[config.mk]
export PLATFORM = sky130hd
export DESIGN_NAME = dpq_cell
export DESIGN_NICKNAME = d
export VERILOG_FILES = /design/src/rtl/dpq_pkg.sv /design/src/rtl/dpq_cell.sv
export SDC_FILE = /design/constraint.sdc
export NUM_CORES = 1
export LEC_CHECK = 0
export ABC_AREA = 1
export BUFFER_PORTS_ARGS = -buffer_cell sky130_fd_sc_hd__buf_2
export CORE_ASPECT_RATIO = 1.75
export CORE_MARGIN = 2
export CORE_UTILIZATION = 45
export DETAILED_ROUTE_END_ITERATION = 6
export HOLD_SLACK_MARGIN = 0.1
export PLACE_DENSITY = 0.88
export SETUP_SLACK_MARGIN = 0.5
export SLEW_MARGIN = 10
export SYNTH_ARGS = -nofsm -noshare
export SYNTH_HDL_FRONTEND = slang
export SYNTH_SLANG_ARGS = --single-unit
[constraint.sdc]
create_clock -name clk -period 3.01 [get_ports clk]
set_input_delay 0.301 -clock clk [delete_from_list [all_inputs] [get_ports clk]]
set_output_delay 0.301 -clock clk [all_outputs]
set_load 0.02 [all_outputs]
[src/rtl/dpq_pkg.sv]
// shared types and constants for the double-ended priority queue
package dpq_pkg;

  localparam int unsigned DATA_W = 32;
  localparam int unsigned OP_W   = 2;

  typedef logic signed [DATA_W-1:0] data_t;

  typedef enum logic [OP_W-1:0] {
    OP_INSERT  = 2'd0,
    OP_DEL_MAX = 2'd1,
    OP_DEL_MIN = 2'd2
  } op_e;

  typedef enum logic [1:0] {
    ST_IDLE = 2'd0,
    ST_EVAL = 2'd1,
    ST_HOLD = 2'd2
  } state_e;

  // command broadcast to every cell of the sorted chain
  typedef struct packed {
    logic  insert;
    logic  remove;
    logic  shift_down;
    data_t value;
  } cell_cmd_t;

endpackage

[src/rtl/dpq_cell.sv]
// one cell of the sorted register chain: holds one value and its valid bit
module dpq_cell (
  input  logic              clk,
  input  logic              rst,
  input  dpq_pkg::cell_cmd_t cmd,
  input  dpq_pkg::data_t    lo_val,
  input  logic              lo_gt,
  input  logic              lo_vld,
  input  dpq_pkg::data_t    up_val,
  input  logic              up_vld,
  output dpq_pkg::data_t    val,
  output logic              vld,
  output logic              gt
);

  dpq_pkg::data_t val_next;
  logic           vld_next;

  // empty cells count as larger than anything
  assign gt = !vld || (val > cmd.value);

  always_comb begin
    val_next = val;
    vld_next = vld;
    if (cmd.insert) begin
      if (gt) begin
        val_next = lo_gt ? lo_val : cmd.value;
      end
      vld_next = vld || lo_vld;
    end else if (cmd.remove) begin
      vld_next = vld && up_vld;
      if (cmd.shift_down) begin
        val_next = up_val;
      end
    end
  end

  always_ff @(posedge clk) begin
    val <= val_next;
    if (rst) begin
      vld <= 1'b0;
    end else begin
      vld <= vld_next;
    end
  end

endmodule

==> run metrics <==
average vias per placed instance=5.05; number of core rows=36; half-perimeter wire length after detailed placement=5800 um; Max Buffers Root-to-Sink=2; Slew Limit Headroom=0.319; Max H-tree Level=2; cell repeated most along the worst path=sky130_fd_sc_hd__nand2_1; die area=6290 um^2; flop2flop setup slack=0.74 ns; CTS tree=done; first-pass iteration count of the detailed router=5; remaining antenna violation count after routing=0; internal cell power=991 uW; Hold Path Origin=rst; vias after detailed routing=2,749; compound-gate portion of the synthesized area=0.170; leftover overflow at the end of global routing=0; adder-cell area share of the yosys netlist=0.157; clock tree sinks=33; number of global-route vias before repair=2,536; combinational share of power=0.310; fraction of the core area covered by cells at the end of the flow=0.630; crit end category=primary output; Bufs and invs on worst path=1; Critical Path Start Type=flop; post-route clock skew=0.00496 ns; worst r2r path cells=14; number of failing hold endpoints at the final stage=0; Seq/Total Area, Yosys=0.386; Max Fclk=0.432 GHz; worst-margin pin slew=1.02 ns; endpoint of the worst register-to-register path=val[24]; final worst path period share=0.769; ratio of cells with drive above 1 in the final layout=0.348; later-pin clock latency in the skew report=0.28 ns; Port Buffers=137; total core area=5500 um^2; floorplan die width=60.8 um; endpoints failing setup=0; Clock Tree Root=sky130_fd_sc_hd__clkbuf_8; synthesized-area fraction occupied by xor and xnor cells=0; Total Power=1.45 mW; multiplexer share of the synthesized area=0; CTS Hold Bufs=0; Mapped Avg Cell Area=7.75 um^2; initial standard-cell utilization of the core=0.463; Net Switching=463 uW; first-pass GRT wire length=11,100 um; share of total power in the clock network=0.284; share of total power consumed by net switching=0.318; slowest stage cell on the critical path=sky130_fd_sc_hd__edfxtp_1; pwr/cell area=420 nW/um^2; cell area after synthesis=2540 um^2; cell family with the largest share of critical-path delay=simple AND/OR/NAND/NOR gates; number of nets at the end of the flow=603; count of warnings emitted by yosys=0; post-synthesis simple-gate area fraction=0.206; Fin Setup TNS=0 ns; max-cap viol count=0; detailed-route wire length per cell=13.5 um; post-synthesis sequential element count=33; diode count=0; number of antenna violations at the first check in global routing=0; largest family of logic cells by synthesized area=simple AND/OR/NAND/NOR gates; number of clock buffers inserted by TritonCTS=5; overall routed net length=7360 um; number of instances in the synthesized netlist=328; unrepaired setup endpoints after global routing=false; slowest stage delay, CP=0.41 ns; max-slew violation total from the final report=0; top-level I/O count=138; vertical die dimension=103 um; number of DRC violations after detailed-routing iteration 0=86; CP cell instances=ha_1 > nand2_1 > nor2_2 > nand2_2 > nor2_2 > nand2_1 > nand2_1 > nand2_1 > nand2_1 > nand2_1 > nand2_2 > buf_2; post-route minimum period=2.32 ns; clock-pin slew on the worst setup and hold paths=0.07 ns; RePlAce Congestion=0.867; instance count after placement with tap cells included=531; Post-route DRC=0; library cell with the largest summed area after synthesis=sky130_fd_sc_hd__edfxtp_1; register share of total power=0.406; maximum fanout encountered on the critical timing path=4; cell types with the largest area share after synthesis=sky130_fd_sc_hd__edfxtp_1 (38%), sky130_fd_sc_hd__ha_1 (16%), sky130_fd_sc_hd__nand2_1 (11%); combined global-route utilization of all metal layers=0.235; endpoint of the worst hold-timing path=vld; reg-to-reg critical path startpoint=val[31]; worst-case vdd ir drop=0.000266 V; syn_nets=464; status=completed; synth-to-layout area growth=36.2%; type of the tightest min-delay check=in -> reg; pin count of the biggest net entering global routing=36; cell depth of the worst min-delay path=2; non-filler cells, final=544; fraction of synthesized cell area taken by the top area cell type=0.378; worst path arrival time=2.01 ns; Worst Path Class, Setup=reg -> out; required time at the endpoint of the critical path=2.71 ns; static leakage=1.83 nW; count of unique library cells instantiated by Yosys=22
-- registers in the layout (all words and copies together) (netlist names) --
| signal | cells |
|---|---|
| vld | 1 |
| val | 32 |
-- cell usage after synthesis --
| cell | number |
|---|---|
| sky130_fd_sc_hd__nand3_1 | 3 |
| sky130_fd_sc_hd__clkbuf_1 | 11 |
| sky130_fd_sc_hd__nand3_2 | 1 |
| sky130_fd_sc_hd__nor2_1 | 40 |
| sky130_fd_sc_hd__a21oi_4 | 1 |
| sky130_fd_sc_hd__ha_1 | 32 |
| sky130_fd_sc_hd__a21oi_1 | 13 |
| sky130_fd_sc_hd__nand2_1 | 73 |
| sky130_fd_sc_hd__clkbuf_2 | 1 |
| sky130_fd_sc_hd__o21a_2 | 1 |
| sky130_fd_sc_hd__nand2_2 | 2 |
| sky130_fd_sc_hd__inv_2 | 2 |
| sky130_fd_sc_hd__o21ai_1 | 25 |
| sky130_fd_sc_hd__nand4_4 | 1 |
| sky130_fd_sc_hd__a21o_1 | 1 |
| sky130_fd_sc_hd__nand4_1 | 2 |
| sky130_fd_sc_hd__inv_1 | 40 |
| sky130_fd_sc_hd__edfxtp_1 | 32 |
| sky130_fd_sc_hd__nor2_2 | 3 |
| sky130_fd_sc_hd__o21ai_0 | 42 |
| sky130_fd_sc_hd__dfxtp_1 | 1 |
| sky130_fd_sc_hd__nor3_2 | 1 |
-- logic make-up after synthesis --
family                   after synthesis
buffers and inverters                 54
AND/OR/NAND/NOR                      126
flip-flops                            33
AO/OA/AOI/OAI                         83
adder cells (fa/ha/maj)               32
-- per-stage QoR --
stage / setup WS [ns] / hold WS, ns / instance area [um^2]
floorplan: 0.533 / 0.370 / 2540
global placement: 0.558 / 0.463 / 3310
detailed placement: 0.504 / 0.462 / 3310
CTS: 0.601 / 0.161 / 3420
global route: 0.505 / 0.169 / 3460
finish: 0.695 / 0.169 / 3460
-- worst reg2reg max path, stage by stage (launching register included) --
cell,delay [ns]
sky130_fd_sc_hd__edfxtp_1,0.41
sky130_fd_sc_hd__ha_1,0.35
sky130_fd_sc_hd__nand2_1,0.10
sky130_fd_sc_hd__nor2_2,0.15
sky130_fd_sc_hd__nand2_2,0.08
sky130_fd_sc_hd__nor2_2,0.13
sky130_fd_sc_hd__nand2_1,0.08
sky130_fd_sc_hd__nand2_1,0.06
sky130_fd_sc_hd__nand2_1,0.04
sky130_fd_sc_hd__nand2_1,0.05
sky130_fd_sc_hd__nand2_1,0.06
sky130_fd_sc_hd__nand2_2,0.06
sky130_fd_sc_hd__nand2_1,0.08
sky130_fd_sc_hd__nand2_4,0.16
sky130_fd_sc_hd__buf_12,0.18
-- power by group through the flow --
| stage | Clock (mW) | Combinational, mW | Sequential, mW |
|---|---|---|---|
| after floorplan | 0 | 0.206 | 0.652 |
| after global placement | 0 | 0.424 | 0.597 |
| after detailed placement | 0 | 0.441 | 0.600 |
| after CTS | 0.416 | 0.444 | 0.590 |
| after global routing | 0.431 | 0.506 | 0.595 |
| final | 0.412 | 0.451 | 0.590 |
-- per-layer routing --
metal,share of wire,vias up,wire length [um],global-route usage
li1,-,1370,-,-
met1,0.37,1267,2710,0.247
met2,0.56,95,4150,0.441
met3,0.040,17,295,0.0299
met4,0.028,0,204,0.112
met5,0,-,0,0
-- layout make-up --
cell class              instances  area, um^2
well taps                      76        95.1
flip-flops and latches         33         981
fillers                       523        2030
repair buffers                144         751
multi-input cells             241        1370
clock buffers                   6        72.6
clock inverters                 2        33.8
inverters                      42         158
-- how the worst max path moves through the flow --
stage                        from       to  slack (ns)  cells past startpoint
after global routing      val[31]       gt        0.50                     12
after floorplan           val[17]   val[0]        0.53                     14
after detailed placement  cmd[19]  val[14]        0.50                     15
final                     val[31]       gt        0.69                     12
after CTS                 val[11]  val[23]        0.60                     14
after global placement    cmd[17]  val[12]        0.56                     17
-- repair_timing --
action,in CTS,in global routing
gates resized for setup,1,1
setup buffers,0,5
endpoints found under the hold margin,0,0
endpoints found under the setup margin,2,20
gates cloned,0,0
pin swaps,0,1
-- placed cells by master, fill, tap and decap left out, drive strengths merged --
master and instances:
bufinv 1, a21oi 14, nand3 4, o21a 1, ha 32, clkinv 1
edfxtp 32, clkbuf 6, inv 42, dfxtp 1, nand2 75, o21ai 67
buf 144, nor3 1, nand4 3, nor2 43, a21o 1
Note: power is estimated with default switching activity, not from simulation.
